[config.mk]
export PLATFORM = sky130hd
export DESIGN_NAME = number_to_ascii_formatter
export DESIGN_NICKNAME = d
export VERILOG_FILES = /design/src/ntaf_pkg.sv /design/src/ntaf_dd_stage.sv /design/src/ntaf_serializer.sv /design/src/number_to_ascii_formatter.sv
export SDC_FILE = /design/constraint.sdc
export NUM_CORES = 1
export LEC_CHECK = 0
export ABC_CLOCK_PERIOD_IN_PS = 10100
export BUFFER_PORTS_ARGS = -buffer_cell sky130_fd_sc_hd__buf_4
export CAP_MARGIN = 5
export CORE_MARGIN = 2
export CORE_UTILIZATION = 60
export CTS_BUF_LIST = sky130_fd_sc_hd__clkbuf_16
export DETAILED_ROUTE_END_ITERATION = 10
export MAX_ROUTING_LAYER = met4
export PLACE_DENSITY_LB_ADDON = 0.1
export SYNTH_ARGS = -nofsm -noshare
export SYNTH_HDL_FRONTEND = slang
export SYNTH_SLANG_ARGS = --single-unit
[constraint.sdc]
create_clock -name clk -period 10.1 [get_ports clk]
set_input_delay 1.01 -clock clk [delete_from_list [all_inputs] [get_ports clk]]
set_output_delay 1.01 -clock clk [all_outputs]
set_load 0.03 [all_outputs]
[src/ntaf_pkg.sv]
// types, constants and character helpers for the number to ascii formatter
package ntaf_pkg;

  localparam logic [1:0] MODE_SDEC  = 2'd0;
  localparam logic [1:0] MODE_HEX   = 2'd1;
  localparam logic [1:0] MODE_BDEC  = 2'd2;
  localparam logic [1:0] MODE_BHEX  = 2'd3;

  localparam int NUM_DIGITS  = 10;
  localparam int BCD_W       = 4 * NUM_DIGITS;
  localparam int BIN_W       = 32;
  localparam int DD_STAGES   = 8;
  localparam int DD_STEPS    = BIN_W / DD_STAGES;

  localparam logic [6:0] CH_ZERO  = 7'd48;
  localparam logic [6:0] CH_MINUS = 7'd45;
  localparam logic [6:0] CH_X     = 7'd120;
  localparam logic [6:0] CH_A     = 7'd65;

  typedef struct packed {
    logic [1:0]  mode;
    logic [31:0] value_word;
  } in_word_t;

  typedef struct packed {
    logic [6:0] char_code;
    logic       last_char;
  } out_word_t;

  // word in flight through the double dabble stages
  typedef struct packed {
    logic [1:0]       mode;
    logic             neg;
    logic [31:0]      word;
    logic [BCD_W-1:0] bcd;
    logic [BIN_W-1:0] bin;
  } dd_t;

  function automatic logic [6:0] hex_char(input logic [3:0] nib);
    logic [6:0] r;
    if (nib > 4'd9) begin
      r = CH_A + {3'b000, nib - 4'd10};
    end else begin
      r = CH_ZERO + {3'b000, nib};
    end
    return r;
  endfunction

  function automatic logic [6:0] dec_char(input logic [3:0] dig);
    return CH_ZERO + {3'b000, dig};
  endfunction

endpackage

[src/ntaf_dd_stage.sv]
// one register stage of binary to bcd conversion, DD_STEPS (4) shift-add steps per stage
module ntaf_dd_stage import ntaf_pkg::*; (
  input  logic clk,
  input  logic rst,
  input  logic up_valid,
  output logic up_ready,
  input  dd_t  up_data,
  output logic dn_valid,
  input  logic dn_ready,
  output dd_t  dn_data
);

  dd_t data_next;

  always_comb begin
    dd_t t;
    t = up_data;
    for (int s = 0; s < DD_STEPS; s++) begin
      for (int k = 0; k < NUM_DIGITS; k++) begin
        if (t.bcd[4*k +: 4] > 4'd4) begin
          t.bcd[4*k +: 4] = t.bcd[4*k +: 4] + 4'd3;
        end
      end
      {t.bcd, t.bin} = {t.bcd[BCD_W-2:0], t.bin, 1'b0};
    end
    data_next = t;
  end

  assign up_ready = !dn_valid || dn_ready;

  always_ff @(posedge clk) begin
    if (rst) begin
      dn_valid <= 1'b0;
    end else if (up_ready) begin
      dn_valid <= up_valid;
    end
    if (up_ready && up_valid) begin
      dn_data <= data_next;
    end
  end

endmodule

[src/ntaf_serializer.sv]
// turns converted digits into a stream of characters with an output register
module ntaf_serializer import ntaf_pkg::*; (
  input  logic      clk,
  input  logic      rst,
  input  logic      up_valid,
  output logic      up_ready,
  input  dd_t       up_data,
  output logic      dst_valid,
  input  logic      dst_stall,
  output out_word_t dst_word
);

  logic             busy;
  logic [1:0]       mode;
  logic             neg_pend;
  logic [BCD_W-1:0] bcd;
  logic [31:0]      word;
  logic [3:0]       pos;

  logic [3:0]  start_pos;
  logic [3:0]  dig;
  logic [3:0]  nib;
  out_word_t   cur;
  logic        out_adv;

  // start position: highest nonzero digit or nibble in modes 0 and 1, fixed for the byte modes
  always_comb begin
    start_pos = 4'd0;
    unique case (up_data.mode)
      MODE_SDEC: begin
        for (int k = 0; k < NUM_DIGITS; k++) begin
          if (up_data.bcd[4*k +: 4] != 4'd0) start_pos = 4'(k);
        end
      end
      MODE_HEX: begin
        for (int k = 0; k < 8; k++) begin
          if (up_data.word[4*k +: 4] != 4'd0) start_pos = 4'(k);
        end
      end
      MODE_BDEC: start_pos = 4'd2;
      MODE_BHEX: start_pos = 4'd4;
      default:   start_pos = 4'd0;
    endcase
  end

  assign dig = bcd[{pos, 2'b00} +: 4];
  assign nib = word[{pos[2:0], 2'b00} +: 4];

  always_comb begin
    cur.last_char = (pos == 4'd0) && !neg_pend;
    case (mode)
      MODE_SDEC: cur.char_code = neg_pend ? CH_MINUS : dec_char(dig);
      MODE_HEX:  cur.char_code = hex_char(nib);
      MODE_BDEC: cur.char_code = dec_char(dig);
      default: begin
        case (pos)
          4'd3:    cur.char_code = CH_X;
          4'd1:    cur.char_code = hex_char(word[7:4]);
          4'd0:    cur.char_code = hex_char(word[3:0]);
          default: cur.char_code = CH_ZERO;
        endcase
      end
    endcase
  end

  assign out_adv  = !dst_valid || !dst_stall;
  assign up_ready = !busy || (out_adv && cur.last_char);

  always_ff @(posedge clk) begin
    if (rst) begin
      busy      <= 1'b0;
      dst_valid <= 1'b0;
    end else begin
      if (busy && out_adv) begin
        dst_valid <= 1'b1;
        dst_word  <= cur;
        if (neg_pend) begin
          neg_pend <= 1'b0;
        end else if (pos == 4'd0) begin
          // stays busy when the next word loads in the same cycle
          if (!up_valid) begin
            busy <= 1'b0;
          end
        end else begin
          pos <= pos - 4'd1;
        end
      end else if (out_adv) begin
        dst_valid <= 1'b0;
      end
      if (up_valid && up_ready) begin
        busy     <= 1'b1;
        mode     <= up_data.mode;
        neg_pend <= up_data.neg;
        bcd      <= up_data.bcd;
        word     <= up_data.word;
        pos      <= start_pos;
      end
    end
  end

endmodule

[src/number_to_ascii_formatter.sv]
// top level of the number to ascii formatter
// usage:
//   src channel takes one word per item: a 2-bit mode and a 32-bit value.
//   dst channel returns one ascii character per word, last_char marks the
//   final character of a value's text (1 to 11 characters per value).
//   mode 0 signed decimal, 1 hex without leading zeros, 2 low byte as three
//   decimal digits, 3 low byte as 0x0 plus two hex digits.
// path: a value passes the input register, 8 conversion stages of 4 shift-add
//   steps, the loader and the output register before its first character shows.
// throughput: the character emitter sends one character per cycle while dst is not
//   stalled, and it takes the next value while sending the last character of
//   the current one; the conversion stages keep feeding it back to back.
// reset clears all valid bits; no item is in flight afterwards.
// when dst is stalled the current character holds, the pipeline fills and
//   src_stall rises once every stage holds a word.
module number_to_ascii_formatter import ntaf_pkg::*; (
  input  logic      clk,
  input  logic      rst,
  input  logic      src_valid,
  output logic      src_stall,
  input  in_word_t  src_word,
  output logic      dst_valid,
  input  logic      dst_stall,
  output out_word_t dst_word
);

  logic       v [DD_STAGES+1];
  logic       r [DD_STAGES+2];
  dd_t        d [DD_STAGES+1];
  logic [31:0] mag;
  logic        neg;

  always_comb begin
    neg = (src_word.mode == MODE_SDEC) && src_word.value_word[31];
    if (neg) begin
      mag = 32'd0 - src_word.value_word;
    end else if (src_word.mode == MODE_SDEC) begin
      mag = src_word.value_word;
    end else begin
      mag = {24'd0, src_word.value_word[7:0]};
    end
  end

  assign r[0]      = !v[0] || r[1];
  assign src_stall = !r[0];

  always_ff @(posedge clk) begin
    if (rst) begin
      v[0] <= 1'b0;
    end else if (r[0]) begin
      v[0] <= src_valid;
    end
    if (r[0] && src_valid) begin
      d[0].mode <= src_word.mode;
      d[0].neg  <= neg;
      d[0].word <= src_word.value_word;
      d[0].bcd  <= '0;
      d[0].bin  <= mag;
    end
  end

  for (genvar i = 0; i < DD_STAGES; i++) begin : g_dd
    ntaf_dd_stage u_stage (
      .clk      (clk),
      .rst      (rst),
      .up_valid (v[i]),
      .up_ready (r[i+1]),
      .up_data  (d[i]),
      .dn_valid (v[i+1]),
      .dn_ready (r[i+2]),
      .dn_data  (d[i+1])
    );
  end

  ntaf_serializer u_ser (
    .clk       (clk),
    .rst       (rst),
    .up_valid  (v[DD_STAGES]),
    .up_ready  (r[DD_STAGES+1]),
    .up_data   (d[DD_STAGES]),
    .dst_valid (dst_valid),
    .dst_stall (dst_stall),
    .dst_word  (dst_word)
  );

endmodule

==> results of run 1 <==
report_power, final:
part | total [W] | internal, W | switching (W)
combinational | 0.000527 | 0.000204 | 0.000323
clock | 0.00281 | 0.00161 | 0.00120
sequential | 0.00339 | 0.00337 | 0.0000217
cells in the final DEF, fill, tap and decap left out, types with 20 or more instances in the layout:
cell / netlist / routed
a211oi_1: 34 / 34
a21boi_0: 27 / 23
a21o_1: 51 / 51
a21oi_1: 335 / 335
a22oi_1: 32 / 32
a311oi_1: 20 / 20
a31oi_1: 62 / 61
and2_1: 35 / 35
buf_4: 2 / 76
clkbuf_16: 0 / 76
edfxtp_1: 721 / 721
ha_1: 139 / 139
inv_1: 192 / 206
mux2_2: 54 / 54
mux2i_1: 113 / 113
nand2_1: 365 / 365
nand2b_1: 43 / 43
nand3_1: 97 / 97
nor2_1: 400 / 399
nor2b_1: 41 / 37
nor3_1: 126 / 126
nor4_1: 26 / 26
o211ai_1: 43 / 43
o21ai_0: 327 / 327
o21ai_1: 20 / 20
o221ai_1: 36 / 36
o22ai_1: 62 / 62
o31ai_1: 25 / 25
or3_1: 26 / 26
xnor2_1: 135 / 135
xor2_1: 58 / 58
cells by family (layout without fill, tap and decap cells):
family | after synthesis | in the layout | share of synthesized area (%)
AOI/OAI and AO/OA | 1322 | 1322 | 19.6
and+or+nand+nor | 1266 | 1266 | 13.3
DFF | 732 | 732 | 50.2
buffers and inverters | 393 | 408 | 3.51
xor gates and xnor gates | 201 | 201 | 4.17
muxes | 189 | 189 | 5.04
adders and majority gates | 150 | 150 | 4.24
worst paths after layout:
kind / from / to / slack (ps) / depth (start not counted)
setup / recovery: u_ser.pos[1] / src_stall / 4670 / 9
hold / removal: g_dd[2].u_stage.dn_data[81] / g_dd[3].u_stage.dn_data[81] / 400 / 0
setup reg to reg: g_dd[3].u_stage.dn_data[32] / g_dd[4].u_stage.dn_data[37] / 5170 / 19
hold reg to reg: g_dd[2].u_stage.dn_data[81] / g_dd[3].u_stage.dn_data[81] / 400 / 0
metal layers:
metal  share of wire [%]  global-route usage [%]  vias to the layer above
met4                 2.1                    6.00                        0
li1                    -                       -                    16000
met2                  48                    38.0                      846
met1                  45                    31.0                    15100
met3                 4.2                    3.01                      111
met5                   0                       -                        -
metrics by stage:
stage	utilization, %	total power [W]	hold WS, ps	instances	area [sq um]
global placement	62.3	0.00397	401	5079	44700
floorplan	-	0.00387	400	4253	43600
detailed placement	62.3	0.00398	405	5079	44700
global route	65.8	0.00697	406	5218	47200
finish	65.8	0.00674	405	5218	47200
CTS	65.8	0.00680	400	5218	47200
sequential cells by signal, indices dropped and copies added, names as in the netlist:
signal,count
u_ser.bcd,39
u_ser.dst_word,8
v,1
u_ser.word,32
g_dd.u_stage.dn_data,569
u_ser.dst_valid,1
u_ser.neg_pend,1
d,66
g_dd.u_stage.dn_valid,8
u_ser.pos,4
u_ser.mode,2
u_ser.busy,1
synth_stat cells (all sizes together) (12+ instances only):
master	count	share of area (%)
a211o	12	0.24
a211oi	34	0.59
a21boi	32	0.57
a21o	51	0.88
a21oi	342	4.0
a221o	13	0.30
a221oi	21	0.45
a22oi	33	0.58
a311oi	21	0.44
a31oi	62	0.89
a32oi	15	0.30
and2	38	0.55
and3	20	0.30
buf	31	0.40
clkbuf	169	1.5
edfxtp	721	50
ha	139	4.0
inv	192	1.7
mux2	55	1.4
mux2i	118	2.8
mux4	16	0.83
nand2	365	3.1
nand2b	43	0.62
nand3	97	1.1
nand4	15	0.22
nor2	402	3.5
nor2b	41	0.59
nor3	126	1.4
nor3b	15	0.26
nor4	26	0.37
o211ai	45	0.80
o21a	17	0.29
o21ai	354	4.1
o221ai	37	0.76
o22ai	62	0.89
o311ai	14	0.30
o31ai	25	0.43
o41ai	15	0.30
or2	18	0.26
or3	26	0.37
or4	17	0.29
xnor2	141	2.9
xor2	60	1.2
worst reg2reg max path: cells and delay by family, from the launching register on:
family,cells,cell delay [ps]
compound gates,6,1250
xor+xnor,2,790
fa+ha+maj,4,1360
buf+inv,1,140
flops,1,460
simple gates,6,650
area by class of cell:
class                      count  area, sq um
timing repair buffer          76          571
multi-input combinational   3128        20300
inverter                     193          724
fill                        5533        24500
clock inverter                63          666
sequential                   732        21900
tap                          950         1190
clock buffer                  76         1900
==> flow_metrics.tcl, run 1 <==
set metrics [dict create \
    status "completed" \
    synth-seq-cells 732 \
    syn-num-nets 4430 \
    crit_type "flop to primary output" \
    clock-skew-final_ps 37.7 \
    die_w_um 274 \
    synth_enable_flop_cells 721 \
    clk_transition_reported_paths_ps 60 \
    crit_slowest_cell "edfxtp_1" \
    grt_pass1_wl_um 141000 \
    rsz0062_at_grt "no" \
    die_h_um 274 \
    hold_viol 0 \
    cts_setup_buffers 0 \
    final_nets 4384 \
    antenna_found_initial 0 \
    worstPathArrival_ps 4420 \
    max_stage_delay_ps 980 \
    syn-cell-area_sq_mm 0.0436 \
    hold_class "flop to flop" \
    cts_hold_buf 0 \
    post_drt_wl_per_cell_um 16.6 \
    start_util_pct 60.8 \
    power_density_mw_per_mm2 143 \
    root_buffer "clkbuf_16" \
    fin_setup_tns_ps 0 \
    dp_hpwl_um 59400 \
    netlist_instances 4253 \
    startpoint_type "flop" \
    worstPathRequired_ps 9090 \
    overflow 0 \
    dp_slack_ps 5300 \
    postRouteAntennaNets 0 \
    first_global_vias 28600 \
    gp_congestion 0.901 \
    rows 98 \
    pin_count 48 \
    drt-initial-drc-count 2857 \
    cp_max_fo 21 \
    fmax_mhz 184 \
    setup_ws_ps 4670 \
    synth-main-ff-cell "edfxtp_1" \
    p_leak_nw 16.7 \
    path_common_cell "and3_1" \
    relSlewSlack_pct 23.4 \
    fin_crit_sh_pct 53.8 \
    tritoncts "built" \
    diodes 0 \
    via_count 32100 \
    endpoint_kind "primary output" \
    grt_max_degree 76 \
    maxSlewViolCount 0 \
    avgSynthCellArea_sq_um 10.3 \
    vias_per_cell 6.14 \
    tightest_slew_ps 1150 \
    fin_crit_ps 5430 \
    clockBufferDepth 3 \
    ys_warn_count 0 \
    synth_cell_types 105 \
    crit_family "simple AND/OR/NAND/NOR gates" \
    setup_viol 0 \
    path_buf_inv 2 \
    critical_path.cell_chain "inv_1 > ha_1 > nand2_1 > o31a_1 > and3_1 > and2_1 > and3_1 > and3_1 > buf_4" \
    core_area_sq_mm 0.0717 \
    numCtsBuffers 76 \
    cts.sinks 732 \
    cts-htree-levels 3 \
    drc 0 \
    totalWireLength_um 86500 \
    async_reset_ff_share_pct 0 \
    die_area_sq_mm 0.0749 \
    insertion_delay_ps 630 \
    area_growth_pct 8.29 \
    numPortBuffers 47 \
    track_usage_pct 23.3 \
    drtPass1Iterations 7 \
    drive_above_1_share_pct 8.11 \
    ys_seq_area_share_pct 50.2 \
    peakVddDrop_mv 0.154 \
    drv_cap 0 \
    cts_resized 0 \
]
No activity file was read; power rests on OpenSTA's default activity.
==> inputs of run 2 (changes only) <==
ABC_CLOCK_PERIOD_IN_PS = 5600   (was 10100)
clock period = 5.6 ns   (was 10.1 ns; I/O delays follow)
==> run 2 against run 1 <==
Against the previous run: clock skew decreased by 7.5 ps; flip-flop and latch count stayed put; worst setup slack got worse by 3800 ps; sequential power up 81%; clock power is 70% higher; via count fell by 0.54%; worst hold slack got worse by 280 ps; final area about the same; die area is the same; largest cell class unchanged; largest power group unchanged.
==> flow_metrics.tcl, run 2 (synthesis results as in run 1) <==
set metrics [dict create \
    multi_input_area_sq_mm 0.0203 \
    cp_max_fo 11 \
    largest_register_ffs 569 \
    core_area_sq_mm 0.0717 \
    path_buf_inv 1 \
    grt_pass1_wl_um 144000 \
    hold_viol 0 \
    max_stage_delay_ps 550 \
    insertion_delay_ps 630 \
    registers.top_by_ff_count "g_dd.u_stage.dn_data" \
    vias_per_cell 6.10 \
    worstPathArrival_ps 5070 \
    crit_slowest_cell "a311oi_1" \
    hp-start "src_word[33]" \
    rsz0062_at_grt "no" \
    gp_congestion 0.888 \
    die_h_um 274 \
    rr_startpoint "g_dd[2].u_stage.dn_data[32]" \
    first_global_vias 28900 \
    mostFrequentLayoutCell "edfxtp_1" \
    cts-htree-levels 3 \
    track_usage_pct 23.7 \
    placed_area_sq_mm 0.0448 \
    status "completed" \
    crit_family "adder cells" \
    p_leak_nw 16.7 \
    post_drt_wl_per_cell_um 16.7 \
    reg_top3 "g_dd.u_stage.dn_data: 569 flops, d: 66 flops, u_ser.bcd: 39 flops" \
    drv_cap 0 \
    tightest_slew_ps 1190 \
    setup_viol 0 \
    hold_class "input port to flop" \
    fin_crit_ps 4710 \
    clock-skew-final_ps 30.2 \
    antenna_found_initial 0 \
    path_common_cell "ha_1" \
    cts_resized 0 \
    setup_ws_ps 891 \
    peakVddDrop_mv 0.245 \
    root_buffer "clkbuf_16" \
    most-common-layout-cells "edfxtp_1, nor2_1, nand2_1, a21oi_1, o21ai_0" \
    power_w 0.0119 \
    fill_cells 5564 \
    postRouteAntennaNets 0 \
    crit_type "flop to flop" \
    final_nets 4399 \
    clk_transition_reported_paths_ps 60 \
    relSlewSlack_pct 20.0 \
    via_count 31900 \
    endpoint_kind "flop" \
    cts.sinks 732 \
    final_area_sq_mm 0.0472 \
    die_w_um 274 \
    dp_hpwl_um 59800 \
    startpoint_type "flop" \
    cp-startpoint "g_dd[2].u_stage.dn_data[32]" \
    final_util_pct 65.8 \
    power_density_mw_per_mm2 251 \
    pin_count 48 \
    drive_above_1_share_pct 8.16 \
    critical_path.cell_chain "inv_1 > ha_1 > nor2b_1 > or3_1 > nand2_1 > nor2_1 > o31ai_1 > ha_1 > o41ai_1 > o2111a_1 > a311oi_1 > ha_1 > maj3_1 > mux2_2 > o21ai_0 > xnor2_1" \
    drtPass1Iterations 8 \
    die_area_sq_mm 0.0749 \
    clockBufferDepth 3 \
    register_area_sq_mm 0.0219 \
    fin_crit_sh_pct 84.1 \
    start_util_pct 60.8 \
    maxSlewViolCount 0 \
    drc 0 \
    numCtsBuffers 75 \
    area_growth_pct 8.27 \
    rows 98 \
    grt_max_degree 75 \
    drt-initial-drc-count 2759 \
    cts_setup_buffers 0 \
    fmax_mhz 212 \
    dp_slack_ps 977 \
    tritoncts "built" \
    diodes 0 \
    overflow 0 \
    numPortBuffers 47 \
    cts_hold_buf 0 \
    totalWireLength_um 87400 \
    worstPathRequired_ps 5960 \
]
==> run 2: through the flow <==
stage	cells	hold WS (ps)	TNS (ps)
2_1_floorplan	4253	400	-78210
3_3_place_gp	5095	401	0
3_5_place_dp	5095	405	0
4_1_cts	5227	82.9	0
5_1_grt	5227	101	0
6_report	5227	121	0
==> run 2: cell type report <==
cell class	count	share of cell area, %
inverters	193	1.53
clock inverters	57	1.06
flip-flops and latches	732	46.3
well taps	950	2.52
repair buffers	92	1.60
clock buffers	75	3.97
multi-input cells	3128	43.0
==> run 2: worst paths after layout <==
check | slack (ps) | to | depth (start not counted)
setup / recovery | 890 | g_dd[3].u_stage.dn_data[37] | 16
hold / removal | 120 | d[962] | 1
setup reg to reg | 890 | g_dd[3].u_stage.dn_data[37] | 16
hold reg to reg | 410 | g_dd[1].u_stage.dn_data[83] | 0
==> run 2: layer usage <==
layer,part of all wire [%],vias to the layer above,wire [um],track usage [%]
met5,0,-,0,-
met2,49,727,42500,38.4
li1,-,16000,-,-
met3,4.0,138,3470,2.72
met1,45,15000,39400,31.8
met4,2.3,0,2040,6.33
==> run 2: power breakdown <==
part           switching [W]  internal, W
Clock                0.00212      0.00266
Combinational       0.000587     0.000373
Sequential         0.0000403      0.00608
